## src/sblc_pkg.sv

```systemverilog
// ----------------------------------------------------------------------------
// sblc_pkg
// Types and constants shared by the size-budget LRU cache tag table.
// ----------------------------------------------------------------------------
package sblc_pkg;

    localparam int TAG_W   = 32;
    localparam int BYTES_W = 32;
    localparam int TOTAL_W = 40;

    localparam logic [TOTAL_W-1:0] BUDGET_RESET = 40'd1073741824;
    localparam logic [TOTAL_W-1:0] TOTAL_MAX    = {TOTAL_W{1'b1}};

    typedef enum logic [1:0] {
        EV_HIT    = 2'd0,
        EV_INSERT = 2'd1,
        EV_FAIL   = 2'd2,
        EV_EVICT  = 2'd3
    } event_kind_t;

    typedef struct packed {
        logic [TAG_W-1:0]   object_tag;
        logic [BYTES_W-1:0] object_bytes;
        logic               fetch_ok;
    } req_t;

    typedef struct packed {
        event_kind_t        event_kind;
        logic [TAG_W-1:0]   event_tag;
        logic [BYTES_W-1:0] event_bytes;
        logic [TOTAL_W-1:0] total_bytes;
        logic               last;
    } evt_t;

    // one word of the tag/size store
    typedef struct packed {
        logic [TAG_W-1:0]   tag;
        logic [BYTES_W-1:0] bytes;
    } entry_t;

    typedef enum logic [1:0] {
        RK_NOP,
        RK_TOUCH,
        RK_EVICT,
        RK_INSERT
    } rank_op_t;

    typedef enum logic [2:0] {
        ST_IDLE,
        ST_SEARCH,
        ST_CHECK,
        ST_VSCAN,
        ST_VREAD,
        ST_VEMIT,
        ST_INSERT,
        ST_OUT
    } state_t;

endpackage

```

## src/sblc_ram.sv

```systemverilog
// ----------------------------------------------------------------------------
// sblc_ram
// Generic single-write, single-read RAM with registered read data.
// ----------------------------------------------------------------------------
module sblc_ram #(
    parameter int WIDTH = 64,
    parameter int DEPTH = 16,
    localparam int AW   = $clog2(DEPTH)
) (
    input  logic             aclk,
    input  logic             we,
    input  logic [AW-1:0]    waddr,
    input  logic [WIDTH-1:0] wdata,
    input  logic             re,
    input  logic [AW-1:0]    raddr,
    output logic [WIDTH-1:0] rdata
);

    logic [WIDTH-1:0] mem [DEPTH];
    logic [WIDTH-1:0] rdata_reg;

    always_ff @(posedge aclk) begin
        if (we) begin
            mem[waddr] <= wdata;
        end
        if (re) begin
            rdata_reg <= mem[raddr];
        end
    end

    assign rdata = rdata_reg;

endmodule

```

## src/sblc_rank_table.sv

```systemverilog
// ----------------------------------------------------------------------------
// sblc_rank_table
// Per-entry valid bits and recency ranks (0 = most recent), plus the
// occupancy count. Applies one touch, evict or insert per cycle.
// ----------------------------------------------------------------------------
module sblc_rank_table #(
    parameter int ENTRIES = 16,
    localparam int IDX_W  = $clog2(ENTRIES),
    localparam int RANK_W = $clog2(ENTRIES),
    localparam int CNT_W  = $clog2(ENTRIES + 1)
) (
    input  logic                aclk,
    input  logic                aresetn,
    input  sblc_pkg::rank_op_t  op,
    input  logic [IDX_W-1:0]    op_idx,
    input  logic [IDX_W-1:0]    rd_idx,
    output logic                rd_valid,
    output logic [RANK_W-1:0]   rd_rank,
    output logic [ENTRIES-1:0]  valid_vec,
    output logic [CNT_W-1:0]    count
);

    logic [ENTRIES-1:0] valid_reg, valid_next;
    logic [RANK_W-1:0]  rank_reg  [ENTRIES];
    logic [RANK_W-1:0]  rank_next [ENTRIES];
    logic [CNT_W-1:0]   count_reg, count_next;

    always_comb begin
        logic [RANK_W-1:0] touch_rank;
        touch_rank = rank_reg[op_idx];
        valid_next = valid_reg;
        rank_next  = rank_reg;
        count_next = count_reg;
        unique case (op)
            sblc_pkg::RK_NOP: begin
            end
            sblc_pkg::RK_TOUCH: begin
                // entries more recent than the touched one age by one
                for (int i = 0; i < ENTRIES; i++) begin
                    if (valid_reg[i] && (rank_reg[i] < touch_rank)) begin
                        rank_next[i] = rank_reg[i] + RANK_W'(1);
                    end
                end
                rank_next[op_idx] = '0;
            end
            sblc_pkg::RK_EVICT: begin
                valid_next[op_idx] = 1'b0;
                count_next         = count_reg - CNT_W'(1);
            end
            sblc_pkg::RK_INSERT: begin
                for (int i = 0; i < ENTRIES; i++) begin
                    if (valid_reg[i]) begin
                        rank_next[i] = rank_reg[i] + RANK_W'(1);
                    end
                end
                valid_next[op_idx] = 1'b1;
                rank_next[op_idx]  = '0;
                count_next         = count_reg + CNT_W'(1);
            end
            default: begin
            end
        endcase
    end

    always_ff @(posedge aclk) begin
        if (!aresetn) begin
            valid_reg <= '0;
            count_reg <= '0;
            for (int i = 0; i < ENTRIES; i++) begin
                rank_reg[i] <= '0;
            end
        end else begin
            valid_reg <= valid_next;
            count_reg <= count_next;
            rank_reg  <= rank_next;
        end
    end

    assign rd_valid  = valid_reg[rd_idx];
    assign rd_rank   = rank_reg[rd_idx];
    assign valid_vec = valid_reg;
    assign count     = count_reg;

endmodule

```

## src/size_budget_lru_cache_top.sv

```systemverilog
// ----------------------------------------------------------------------------
// size_budget_lru_cache_top
// Size-aware LRU tag table. Requests enter on s_, event beats leave on m_.
// A hit reports and refreshes recency; a failed miss reports only; a good
// miss evicts least recent entries (one beat each) while the budget or the
// table would overflow, then inserts and reports with last set.
//
// One request at a time: s_ready is high only while idle. The tag search
// walks the tag RAM one entry per cycle and stops early on a hit. Each
// eviction adds a rank scan, a RAM read, a beat and a recheck, in that
// order. Every beat sits in the output register until m_ready; the
// sequencer waits there, so a stalled receiver just holds the block.
// One shared 41-bit adder serves the budget compare and the saturating
// total updates. cfg_ready is always high; cfg_data sets byte_budget and
// should only be written while idle.
// Reset (aresetn low, synchronous) empties the table, zeroes the total and
// restores the 1 GiB budget. No clearing pass: ready right after reset.
// ----------------------------------------------------------------------------
module size_budget_lru_cache_top #(
    parameter int ENTRIES = 16
) (
    input  logic                              aclk,
    input  logic                              aresetn,
    input  logic                              s_valid,
    output logic                              s_ready,
    input  sblc_pkg::req_t                    s_data,
    output logic                              m_valid,
    input  logic                              m_ready,
    output sblc_pkg::evt_t                    m_data,
    input  logic                              cfg_valid,
    output logic                              cfg_ready,
    input  logic [sblc_pkg::TOTAL_W-1:0]      cfg_data
);

    localparam int IDX_W  = $clog2(ENTRIES);
    localparam int RANK_W = $clog2(ENTRIES);
    localparam int CNT_W  = $clog2(ENTRIES + 1);
    localparam int SCAN_W = $clog2(ENTRIES + 1);
    localparam int SUM_W  = sblc_pkg::TOTAL_W + 1;
    localparam int WORD_W = sblc_pkg::TAG_W + sblc_pkg::BYTES_W;
    localparam logic [SCAN_W-1:0] SCAN_LAST = SCAN_W'(ENTRIES);
    localparam logic [SCAN_W-1:0] VSCAN_END = SCAN_W'(ENTRIES - 1);

    sblc_pkg::state_t             state_reg, state_next;
    sblc_pkg::req_t               req_reg, req_next;
    sblc_pkg::evt_t               out_reg, out_next;
    logic [sblc_pkg::TOTAL_W-1:0] budget_reg, budget_next;
    logic [sblc_pkg::TOTAL_W-1:0] total_reg, total_next;
    logic [SCAN_W-1:0]            scan_reg, scan_next;
    logic [IDX_W-1:0]             victim_reg, victim_next;
    logic [RANK_W-1:0]            best_rank_reg, best_rank_next;
    logic                         vfound_reg, vfound_next;
    logic [IDX_W-1:0]             free_reg, free_next;
    logic                         free_found_reg, free_found_next;

    // table and RAM hookup
    sblc_pkg::rank_op_t  tbl_op;
    logic [IDX_W-1:0]    tbl_op_idx;
    logic [IDX_W-1:0]    tbl_rd_idx;
    logic                tbl_rd_valid;
    logic [RANK_W-1:0]   tbl_rd_rank;
    logic [ENTRIES-1:0]  tbl_valid_vec;
    logic [CNT_W-1:0]    tbl_count;

    logic                ram_we;
    logic                ram_re;
    logic [IDX_W-1:0]    ram_raddr;
    sblc_pkg::entry_t    ram_wdata;
    logic [WORD_W-1:0]   ram_rdata_raw;
    sblc_pkg::entry_t    ram_rdata;

    logic [IDX_W-1:0]    scan_idx;
    logic [IDX_W-1:0]    prev_idx;
    logic                cmp_valid;
    logic                hit;

    // shared adder
    logic                alu_sub;
    logic [SUM_W-1:0]    alu_b;
    logic [SUM_W-1:0]    alu_sum;
    logic [sblc_pkg::TOTAL_W-1:0] alu_total;
    logic                over_budget;
    logic                evict_needed;

    sblc_rank_table #(
        .ENTRIES (ENTRIES)
    ) u_rank (
        .aclk      (aclk),
        .aresetn   (aresetn),
        .op        (tbl_op),
        .op_idx    (tbl_op_idx),
        .rd_idx    (tbl_rd_idx),
        .rd_valid  (tbl_rd_valid),
        .rd_rank   (tbl_rd_rank),
        .valid_vec (tbl_valid_vec),
        .count     (tbl_count)
    );

    sblc_ram #(
        .WIDTH (WORD_W),
        .DEPTH (ENTRIES)
    ) u_store (
        .aclk  (aclk),
        .we    (ram_we),
        .waddr (free_reg),
        .wdata (ram_wdata),
        .re    (ram_re),
        .raddr (ram_raddr),
        .rdata (ram_rdata_raw)
    );

    assign ram_rdata = sblc_pkg::entry_t'(ram_rdata_raw);
    assign ram_wdata = '{tag: req_reg.object_tag, bytes: req_reg.object_bytes};

    assign scan_idx   = scan_reg[IDX_W-1:0];
    assign prev_idx   = IDX_W'(scan_reg - SCAN_W'(1));
    // RAM read data is registered, so it lags the address
    assign cmp_valid  = (scan_reg != '0);
    assign tbl_rd_idx = (state_reg == sblc_pkg::ST_SEARCH) ? prev_idx : scan_idx;
    assign hit        = cmp_valid && tbl_rd_valid &&
                        (ram_rdata.tag == req_reg.object_tag);

    // subtract for an eviction, add the request size otherwise;
    // bit 40 flags overflow on add and borrow on subtract
    assign alu_sub = (state_reg == sblc_pkg::ST_VEMIT);
    assign alu_b   = alu_sub ? ~{{(SUM_W - sblc_pkg::BYTES_W){1'b0}}, ram_rdata.bytes}
                             :  {{(SUM_W - sblc_pkg::BYTES_W){1'b0}}, req_reg.object_bytes};
    assign alu_sum = {1'b0, total_reg} + alu_b + {{(SUM_W - 1){1'b0}}, alu_sub};
    assign alu_total = alu_sum[SUM_W-1] ? (alu_sub ? '0 : sblc_pkg::TOTAL_MAX)
                                        : alu_sum[sblc_pkg::TOTAL_W-1:0];
    assign over_budget  = (alu_sum > {1'b0, budget_reg});
    assign evict_needed = (tbl_count != '0) &&
                          (over_budget || (tbl_count == CNT_W'(ENTRIES)));

    // next state
    always_comb begin
        state_next = state_reg;
        unique case (state_reg)
            sblc_pkg::ST_IDLE: begin
                if (s_valid) begin
                    state_next = sblc_pkg::ST_SEARCH;
                end
            end
            sblc_pkg::ST_SEARCH: begin
                priority if (hit) begin
                    state_next = sblc_pkg::ST_OUT;
                end else if (scan_reg == SCAN_LAST) begin
                    state_next = req_reg.fetch_ok ? sblc_pkg::ST_CHECK : sblc_pkg::ST_OUT;
                end else begin
                    state_next = sblc_pkg::ST_SEARCH;
                end
            end
            sblc_pkg::ST_CHECK: begin
                state_next = evict_needed ? sblc_pkg::ST_VSCAN : sblc_pkg::ST_INSERT;
            end
            sblc_pkg::ST_VSCAN: begin
                if (scan_reg == VSCAN_END) begin
                    state_next = sblc_pkg::ST_VREAD;
                end
            end
            sblc_pkg::ST_VREAD:  state_next = sblc_pkg::ST_VEMIT;
            sblc_pkg::ST_VEMIT:  state_next = sblc_pkg::ST_OUT;
            sblc_pkg::ST_INSERT: state_next = sblc_pkg::ST_OUT;
            sblc_pkg::ST_OUT: begin
                if (m_ready) begin
                    state_next = out_reg.last ? sblc_pkg::ST_IDLE : sblc_pkg::ST_CHECK;
                end
            end
            default: state_next = sblc_pkg::ST_IDLE;
        endcase
    end

    // datapath and control outputs
    always_comb begin
        req_next        = req_reg;
        out_next        = out_reg;
        total_next      = total_reg;
        scan_next       = scan_reg;
        victim_next     = victim_reg;
        best_rank_next  = best_rank_reg;
        vfound_next     = vfound_reg;
        free_next       = free_reg;
        free_found_next = free_found_reg;
        tbl_op          = sblc_pkg::RK_NOP;
        tbl_op_idx      = free_reg;
        ram_we          = 1'b0;
        ram_re          = 1'b0;
        ram_raddr       = scan_idx;
        unique case (state_reg)
            sblc_pkg::ST_IDLE: begin
                if (s_valid) begin
                    req_next        = s_data;
                    scan_next       = '0;
                    free_found_next = 1'b0;
                end
            end
            sblc_pkg::ST_SEARCH: begin
                ram_re    = (scan_reg != SCAN_LAST);
                scan_next = scan_reg + SCAN_W'(1);
                if (hit) begin
                    tbl_op               = sblc_pkg::RK_TOUCH;
                    tbl_op_idx           = prev_idx;
                    out_next.event_kind  = sblc_pkg::EV_HIT;
                    out_next.event_tag   = req_reg.object_tag;
                    out_next.event_bytes = '0;
                    out_next.total_bytes = total_reg;
                    out_next.last        = 1'b1;
                end else begin
                    // remember the first free slot for a later insert
                    if (cmp_valid && !tbl_rd_valid && !free_found_reg) begin
                        free_next       = prev_idx;
                        free_found_next = 1'b1;
                    end
                    if ((scan_reg == SCAN_LAST) && !req_reg.fetch_ok) begin
                        out_next.event_kind  = sblc_pkg::EV_FAIL;
                        out_next.event_tag   = req_reg.object_tag;
                        out_next.event_bytes = '0;
                        out_next.total_bytes = total_reg;
                        out_next.last        = 1'b1;
                    end
                end
            end
            sblc_pkg::ST_CHECK: begin
                scan_next   = '0;
                vfound_next = 1'b0;
            end
            sblc_pkg::ST_VSCAN: begin
                scan_next = scan_reg + SCAN_W'(1);
                if (tbl_rd_valid && (!vfound_reg || (tbl_rd_rank > best_rank_reg))) begin
                    victim_next    = scan_idx;
                    best_rank_next = tbl_rd_rank;
                    vfound_next    = 1'b1;
                end
            end
            sblc_pkg::ST_VREAD: begin
                ram_re    = 1'b1;
                ram_raddr = victim_reg;
            end
            sblc_pkg::ST_VEMIT: begin
                tbl_op               = sblc_pkg::RK_EVICT;
                tbl_op_idx           = victim_reg;
                total_next           = alu_total;
                out_next.event_kind  = sblc_pkg::EV_EVICT;
                out_next.event_tag   = ram_rdata.tag;
                out_next.event_bytes = ram_rdata.bytes;
                out_next.total_bytes = alu_total;
                out_next.last        = 1'b0;
                if (!free_found_reg || (victim_reg < free_reg)) begin
                    free_next       = victim_reg;
                    free_found_next = 1'b1;
                end
            end
            sblc_pkg::ST_INSERT: begin
                ram_we               = 1'b1;
                tbl_op               = sblc_pkg::RK_INSERT;
                tbl_op_idx           = free_reg;
                total_next           = alu_total;
                out_next.event_kind  = sblc_pkg::EV_INSERT;
                out_next.event_tag   = req_reg.object_tag;
                out_next.event_bytes = req_reg.object_bytes;
                out_next.total_bytes = alu_total;
                out_next.last        = 1'b1;
            end
            sblc_pkg::ST_OUT: begin
            end
            default: begin
            end
        endcase
    end

    assign budget_next = cfg_valid ? cfg_data : budget_reg;

    always_ff @(posedge aclk) begin
        if (!aresetn) begin
            state_reg      <= sblc_pkg::ST_IDLE;
            budget_reg     <= sblc_pkg::BUDGET_RESET;
            total_reg      <= '0;
            scan_reg       <= '0;
            vfound_reg     <= 1'b0;
            free_found_reg <= 1'b0;
        end else begin
            state_reg      <= state_next;
            budget_reg     <= budget_next;
            total_reg      <= total_next;
            scan_reg       <= scan_next;
            vfound_reg     <= vfound_next;
            free_found_reg <= free_found_next;
        end
    end

    always_ff @(posedge aclk) begin
        req_reg       <= req_next;
        out_reg       <= out_next;
        victim_reg    <= victim_next;
        best_rank_reg <= best_rank_next;
        free_reg      <= free_next;
    end

    assign s_ready   = (state_reg == sblc_pkg::ST_IDLE);
    assign m_valid   = (state_reg == sblc_pkg::ST_OUT);
    assign m_data    = out_reg;
    assign cfg_ready = 1'b1;

    // occupancy count tracks the valid bits
    a_count_matches: assert property (@(posedge aclk) disable iff (!aresetn)
        $countones(tbl_valid_vec) == int'(tbl_count))
        else $error("occupancy count out of step with valid bits");

    // a beat always reports the running total as it stands
    a_beat_total: assert property (@(posedge aclk) disable iff (!aresetn)
        m_valid |-> (m_data.total_bytes == total_reg))
        else $error("beat total differs from running total");

    // an eviction scan always finds a victim
    a_victim_found: assert property (@(posedge aclk) disable iff (!aresetn)
        (state_reg == sblc_pkg::ST_VREAD) |-> vfound_reg)
        else $error("eviction scan found no valid entry");

    // insert lands on a known free slot
    a_insert_free: assert property (@(posedge aclk) disable iff (!aresetn)
        (state_reg == sblc_pkg::ST_INSERT) |-> (free_found_reg && !tbl_valid_vec[free_reg]))
        else $error("insert slot is not free");

endmodule

```

## config.mk

```make
export PLATFORM = sky130hd
export DESIGN_NAME = size_budget_lru_cache_top
export DESIGN_NICKNAME = d
export VERILOG_FILES = /design/src/sblc_pkg.sv /design/src/sblc_ram.sv /design/src/sblc_rank_table.sv /design/src/size_budget_lru_cache_top.sv
export SDC_FILE = /design/constraint.sdc
export NUM_CORES = 2
export LEC_CHECK = 0
export ABC_AREA = 1
export ABC_CLOCK_PERIOD_IN_PS = 11100
export BUFFER_PORTS_ARGS = -buffer_cell sky130_fd_sc_hd__buf_4
export CAP_MARGIN = 20
export CORE_MARGIN = 2
export CORE_UTILIZATION = 60
export CTS_CLUSTER_SIZE = 16
export DETAILED_ROUTE_END_ITERATION = 10
export HOLD_SLACK_MARGIN = 0.05
export PLACE_DENSITY = 0.75
export SLEW_MARGIN = 10
export SYNTH_ARGS = -nofsm -noshare
export SYNTH_HDL_FRONTEND = slang
export SYNTH_HIERARCHICAL = 1
export SYNTH_SLANG_ARGS = --single-unit
```

## constraint.sdc

```tcl
create_clock -name aclk -period 11.1 [get_ports aclk]
set_input_delay 1.11 -clock aclk [delete_from_list [all_inputs] [get_ports aclk]]
set_output_delay 1.11 -clock aclk [all_outputs]
set_load 0.005 [all_outputs]
```

Yosys cells after proc, flatten, opt, wreduce, memory -nomap -nowiden
Memories as Yosys holds them, arrays and structs flattened. A register that Yosys moved wholly into a read port is not among the register bits.
Index checks and enable logic that the tools add are counted.
{"block": "word_totals", "latch_bits": 0, "out_inout_bits": 110, "reg_bits": 359, "ram_bits": 1024, "in_bits": 110, "n_memories": 1, "mem_bits_ro": 0}
{"block": "classes", "magnitude_cmp": 25, "muxes": 117, "eq_ne": 23, "n_mul": 0, "n_shift": 0, "n_reduce_logical": 52, "n_bitwise": 9, "addsub": 22, "div": 0}
{"name": "u_store.mem", "words": 16, "width": 64, "read_ports": 1, "rd_ports_with_merged_regs": 1, "wr": 1, "line_no": "sblc_ram.sv:19", "rtl": "logic [WIDTH-1:0] mem [DEPTH];"}
{"cell": "$pmux W107 S3", "n": 1}
{"cell": "$mux W4", "n": 75}
{"cell": "$mux W107", "n": 2}
{"cell": "$and A64 B64 Y64", "n": 2}
{"cell": "$pmux W64 S2", "n": 1}
{"cell": "$mux W40", "n": 2}
{"cell": "$lt A4 B4 Y1", "n": 17}
{"cell": "$add A4 B1 Y4 const B", "n": 16}
{"cell": "$not A64 Y64", "n": 1}
{"cell": "$add A40 B41 Y41", "n": 1}
{"cell": "$add A41 B1 Y41", "n": 1}
{"cell": "$gt A41 B40 Y1", "n": 1}
{"cell": "$mux W41", "n": 1}
{"cell": "$not A32 Y41", "n": 1}
{"cell": "$bmux W4 S4", "n": 2}
{"cell": "$eq A32 B32 Y1", "n": 1}
{"cell": "$pmux W16 S2", "n": 1}
{"cell": "$logic_and A1 B1 Y1", "n": 25}
{"cell": "$mux W3", "n": 7}
{"cell": "$pmux W3 S7", "n": 1}
{"cell": "$and A16 B16 Y16", "n": 1}
{"cell": "$demux W4 S4", "n": 1}
{"cell": "$not A16 Y16", "n": 1}
{"cell": "$or A16 B16 Y16", "n": 1}
{"cell": "other kinds (42)", "n": 85}

Logic depth before layout (Yosys ltp)
{"block": "depth", "depth_word": 18, "depth_mapped": 43, "depth_no_buf": 42}

Hierarchy
Netlist, hierarchy kept.
{"module": "sblc_ram", "cells_per_inst": 4210, "instances": 1, "area_each_um2": 45926.5}
{"module": "size_budget_lru_cache_top", "cells_per_inst": 1725, "instances": 1, "area_each_um2": 14851.7}
{"module": "sblc_rank_table", "cells_per_inst": 1365, "instances": 1, "area_each_um2": 8353.0}

Worst setup path before layout
Ideal clock, no wire load.
{"block": "synth_timing", "kind": "reg-to-reg", "startpoint": "register state_reg[0]", "endpoint": "register u_rank/rank_reg[0] in the netlist's numbering", "stages_incl_launch_ff": 37, "arrival_ns": 6.802, "path_slack_ns": 4.183, "path_buffers": 4, "path_cell_list": "dfxtp_1 -> inv_1 -> nor2_2 -> inv_1 -> nor2_2 -> inv_1 -> or2_2 -> o21ai_0 -> clkbuf_1 -> clkbuf_1 -> o21ai_0 -> a21oi_1 -> o22ai_1 -> o21ai_0 -> inv_1 -> nor2_1 -> o2111ai_1 -> nor4_1 -> nand2_1 -> nand2_1 -> o21ai_0 -> buf_6 -> nand2_1 -> buf_2 -> inv_1 -> a22oi_1 -> a21oi_1 -> nor4_1 -> ha_1 -> nand2_1 -> inv_1 -> nand2_1 -> nand2_1 -> o21ai_1 -> nand3_1 -> nand2_1 -> nor2_1"}
{"block": "synth_between", "elab_chain_len": 18, "word_cells_on_any_way": 32, "cone_classes": "3 x order compare; 5 x eq/ne; 15 x mux; 4 x bitwise; 5 x reduce/logical"}
{"element": "start, declared", "line_no": "size_budget_lru_cache_top.sv:44", "rtl": "sblc_pkg::state_t state_reg, state_next;"}
{"element": "start signal, assigned", "line_no": "size_budget_lru_cache_top.sv:275", "rtl": "state_reg <= sblc_pkg::ST_IDLE;"}
{"element": "start signal, assigned", "line_no": "size_budget_lru_cache_top.sv:282", "rtl": "state_reg <= state_next;"}
{"element": "$eq A3 B1 Y1 *", "line_no": "size_budget_lru_cache_top.sv:119", "rtl": "assign tbl_rd_idx = (state_reg == sblc_pkg::ST_SEARCH) ? prev_idx : scan_idx;"}
{"element": "$mux W4 *", "line_no": "size_budget_lru_cache_top.sv:119"}
{"element": "named net tbl_rd_idx[1]", "line_no": "size_budget_lru_cache_top.sv:59", "rtl": "logic [IDX_W-1:0] tbl_rd_idx;"}
{"element": "$bmux W1 S4 *", "line_no": "sblc_rank_table.sv:79", "rtl": "assign rd_valid = valid_reg[rd_idx];"}
{"element": "$mux W1 (implied by the code) *", "line_no": "sblc_rank_table.sv:79"}
{"element": "named net tbl_rd_valid", "line_no": "size_budget_lru_cache_top.sv:60", "rtl": "logic tbl_rd_valid;"}
{"element": "$logic_and A1 B1 Y1 * (2 in series)", "line_no": "size_budget_lru_cache_top.sv:120", "rtl": "assign hit = cmp_valid && tbl_rd_valid &&"}
{"element": "$mux W4 *", "line_no": "size_budget_lru_cache_top.sv:200", "rtl": "if (hit) begin"}
{"element": "[... 1 more ...]"}
{"element": "named net tbl_op_idx[0]", "line_no": "size_budget_lru_cache_top.sv:58", "rtl": "logic [IDX_W-1:0] tbl_op_idx;"}
{"element": "[... 1 more ...]"}
{"element": "$bmux W4 S4", "line_no": "sblc_rank_table.sv:30", "rtl": "touch_rank = rank_reg[op_idx];"}
{"element": "$mux W4 (implied by the code) (2 in series)", "line_no": "sblc_rank_table.sv:30"}
{"element": "$lt A4 B4 Y1", "line_no": "sblc_rank_table.sv:40", "rtl": "if (valid_reg[i] && (rank_reg[i] < touch_rank)) begin"}
{"element": "$logic_and A1 B1 Y1", "line_no": "sblc_rank_table.sv:40"}
{"element": "$mux W4", "line_no": "sblc_rank_table.sv:40"}
{"element": "$mux W4", "line_no": "sblc_rank_table.sv:34", "rtl": "unique case (op)"}
{"element": "$and A64 B64 Y64 (no source line)"}
{"element": "$pmux W64 S2 *", "line_no": "sblc_rank_table.sv:34"}
{"element": "end signal, assigned", "line_no": "sblc_rank_table.sv:75", "rtl": "rank_reg <= rank_next;"}
{"element": "end, declared", "line_no": "sblc_rank_table.sv:24", "rtl": "logic [RANK_W-1:0] rank_reg [ENTRIES];"}
Mark *: on every way through the listed nets, which the timed path passes. The rest lies on a longest branch. The select of a mux whose other input is x is not followed.
A chain may end at the register's enable or synchronous reset.

Worst setup path in the final report
{"block": "layout_timing", "startpoint": "register state_reg[0]", "endpoint": "register u_rank/rank_reg[55] in the netlist's numbering"}
The elaborated chain is that of the path after synthesis.

==> reports/summary.md <==
The DRC violations left is 0, and the net total in the final layout is 7672. For the final max-slew violation count, the log shows 0. The path class of the tightest hold or removal check is reg -> reg. The internal portion of the total power is 9.00 mW. The post-DP HPWL is 108000 um. Buffers placed on the I/O ports in this run total 218. End point of the worst hold path: budget_reg[8]$_SDFFE_PN0P_. In this run the register-to-register setup slack is 2.71 ns.

The tools report the maximum buffer depth of the clock tree as 3. Setup repair after global routing left no endpoint under its margin. The delay of the slowest cell on the worst path was 0.55 ns; the number of flops mapped to enable cells by yosys was 1272. The count of synthesis-stage warnings from yosys was 6; the minimum period implied by the final worst setup slack was 8.39 ns. 220 I/O pins were placed. The logs give 0 ns for the summed negative setup slack over all endpoints and 0 for the max-cap violation count.

The clock reaches the later pin of the worst-skew pair after 0.77 ns. The flip-flop count of the largest register after layout was 1024; the core outline area was 114000 um^2. TritonCTS built the clock tree. The number of global-route vias before repair is 49838, and the routed via count divided by cell count is 5.80. At the pin with the least slew margin, the transition time is 1.15 ns. The critical path in this run is classified as reg -> reg.

The run gives 6 as the first-pass iteration count of the detailed router. The synthesized netlist net count came out at 7571. The main flop type after synthesis was edfxtp_1. The run gives 32.4 nW as the leakage power. A synthesized cell averages 9.47 um^2. Entering global routing, the biggest net connects 217 pins. The leading cell type by number of instances after synthesis was nand2_1.

On the critical path, the stage with the largest delay is an instance of a211oi_1. In the final routed layout, each cell accounts on average for 21.0 um. Clock tree synthesis inserted a total of 148 buffers.

The number of hold violations in the final report was 0. The depth of the worst register-to-register path works out to 36. The endpoint identified for the worst register-to-register timing path is u_rank/rank_reg[55]$_SDFFE_PN0P_. For the sequential share of power, the log shows 52.1%. Of the cells placed in the final design, the portion with a size suffix greater than 1 is 8.50%. The tools report the clock tree root buffer cell as clkbuf_16.

The detailed router finished its first iteration with 5921 violations. The clock-pin slew on the worst setup and hold paths is 0.07 ns, and the fill cell instance count of the final layout is 8649. The maximum fanout encountered on the critical timing path was 57.

The run gives 11.7 mW as the post-layout total power. Across the routed clock network, the largest skew measured is 0.0278 ns. The horizontal extent of the die was 343 um; the total routing usage reported by global routing was 31.8%. More flip-flops sit in one register than any other, and that register is u_store/mem.

Relative to the synthesized area, the layout overhead comes to 10.5%. The fraction of registers with async set or reset after synthesis came out at 0%. The largest voltage drop on the vdd net was 183 uV; the number of buffers inserted to repair setup after CTS was 0. At the end of routability-driven placement, the weighted congestion stood at 0.979. After synthesis, the netlist uses 60 different library cells.

The run finished with clean final reports. After synthesis, the cell types taking the most area are edfxtp_1 55%, nand2_1 11%, nand3_1 7.0%. The total standard cell area after synthesis came out at 69100 um^2. The area share of the largest cell type after synthesis is 55.3%, and the maximum frequency from static timing analysis is 0.119 GHz. The worst hold path passes through 2 cells. The tools report the beginning of the worst register-to-register path as state_reg[0]$_SDFFE_PN0P_. STA puts the critical path data required time at 11.70 ns. The run gives 8.99 ns as the arrival time reported for the critical path endpoint. Counting instances in the post-synthesis netlist gives the leading cell types as 2110 x nand2_1, 1272 x edfxtp_1, 1121 x inv_1, 970 x nand3_1, 325 x a21oi_1. The final-report setup violation count was 0.

The switching power is 2.70 mW, and the power per cell area is 153 nW/um^2. Synthesis produced 7300 cells. The count of nets left with antenna violations once routing finished came out at 0. The routed design has 190000 um of wire. STA classifies the critical path startpoint as a flip-flop. The run gives 52422 as the via count. The worst hold path begins at budget_reg[8]$_SDFFE_PN0P_. The final period utilization is 75.6%. The largest total area in the synthesized netlist belongs to edfxtp_1. The first global-routing pass estimated 287000 um of wire. The run gives 1447 as the clock sink total. The H-tree was split into 4 levels. The initial antenna violation count was 2; the switching share of total power was 23.1%. The chip height is 343 um, and the headroom to the max-slew limit is 23.1%. The tools report the starting density of the core as 60.5%. Global routing finished with a remaining overflow of 0.

Combinational logic is responsible for 6.0% of the overall power. For the die outline area, the log shows 118000 um^2. The clock network burns 41.9% of the power.

Placement row count: 124. STA classifies the critical path endpoint as a flip-flop. Counting flops and latches in the post-synthesis netlist gives 1447.

The logs give 60.3% for the sequential-to-total area share from yosys stat and 0 for the count of hold buffers inserted by post-cts repair. The number of gates resized after CTS was 0.
==> worst max-delay path, delay by kind of cell (launching register included) <==
| kind | cells | cell delay (ns) |
|---|---|---|
| fa+ha+maj | 1 | 0.29 |
| simple gates | 14 | 2.46 |
| compound gates | 11 | 2.51 |
| buf+inv | 10 | 2.49 |
| flops | 1 | 0.40 |
==> cells in the final DEF (no fill, tap or decap), types with 17 or more instances in the layout <==
cell and instances:
a21oi_2 28, a21oi_1 321, nor2_1 182, xor2_1 49, o21ai_0 262, nand3_1 970, a211oi_1 17, ha_1 158
nand2_2 30, clkbuf_16 149, xnor2_1 37, nor2_4 19, clkbuf_1 21, edfxtp_1 1272, clkinv_2 36, nand4_1 19
dfxtp_1 175, buf_4 275, clkinv_1 34, inv_1 1118, nand2_1 2109
==> per-stage QoR <==
stage / std cells / hold slack (ns) / utilization (%) / worst slack [ns] / instance area [um^2]
after floorplan: 7300 / 0.435 / - / 4.18 / 69100
after global placement: 8760 / 0.452 / 62.6 / 3.31 / 71500
after detailed placement: 8761 / 0.459 / 62.6 / 2.97 / 71600
after CTS: 9035 / 0.467 / 66.8 / 2.88 / 76300
after global routing: 9037 / 0.491 / 66.8 / 2.12 / 76400
final: 9039 / 0.466 / 66.8 / 2.71 / 76400
==> cell type report <==
class	instances	area [um^2]	area share, %
inverter	1129	4270	5.59
tap	1512	1890	2.48
clock buffer	171	3820	5.00
timing repair buffer	281	2210	2.89
antenna	2	5.00	0.00655
sequential	1447	41700	54.6
clock inverter	103	952	1.25
multi-input combinational	4394	21500	28.2
==> cells by family (layout without fill, tap and decap cells) <==
kind of cell,after synthesis,count (layout),share of synthesized area [%]
flops,1447,1447,60.3
fa+ha+maj,161,161,2.95
compound gates,758,758,6.21
xor+xnor,86,86,1.09
simple gates,3388,3388,20.6
other cells,1,3,0.00542
buf+inv,1459,1684,8.85
==> worst max-delay path by stage <==
| stage | start | end | cells after the start |
|---|---|---|---|
| 5_1_grt | state_reg[0]$_SDFFE_PN0P_ | u_rank/rank_reg[14]$_SDFFE_PN0P_ | 36 |
| 4_1_cts | state_reg[0]$_SDFFE_PN0P_ | u_rank/rank_reg[55]$_SDFFE_PN0P_ | 36 |
| 3_3_place_gp | state_reg[0]$_SDFFE_PN0P_ | u_rank/rank_reg[15]$_SDFFE_PN0P_ | 36 |
| 3_5_place_dp | state_reg[0]$_SDFFE_PN0P_ | u_rank/rank_reg[54]$_SDFFE_PN0P_ | 36 |
| 6_report | state_reg[0]$_SDFFE_PN0P_ | u_rank/rank_reg[55]$_SDFFE_PN0P_ | 36 |
| 2_1_floorplan | state_reg[0]$_SDFFE_PN0P_ | u_rank/rank_reg[0]$_SDFFE_PN0P_ | 36 |
==> power groups by stage <==
stage	clock network (mW)	registers (mW)	logic (mW)
after global routing	5.16	6.11	0.778
final	4.90	6.10	0.706
after floorplan	0	6.18	0.469
after CTS	4.95	6.10	0.693
after global placement	0	6.21	0.676
after detailed placement	0	6.21	0.688
==> layer usage <==
metal  up-vias  GRT usage, %  routed length [um]
li1      24277             -                   -
met1     24745          43.1               74600
met5         -             0                   0
met4         0          12.1                6540
met2      2933          51.2               89000
met3       467          6.19               19500
Note: power is estimated with default switching activity, not from simulation.
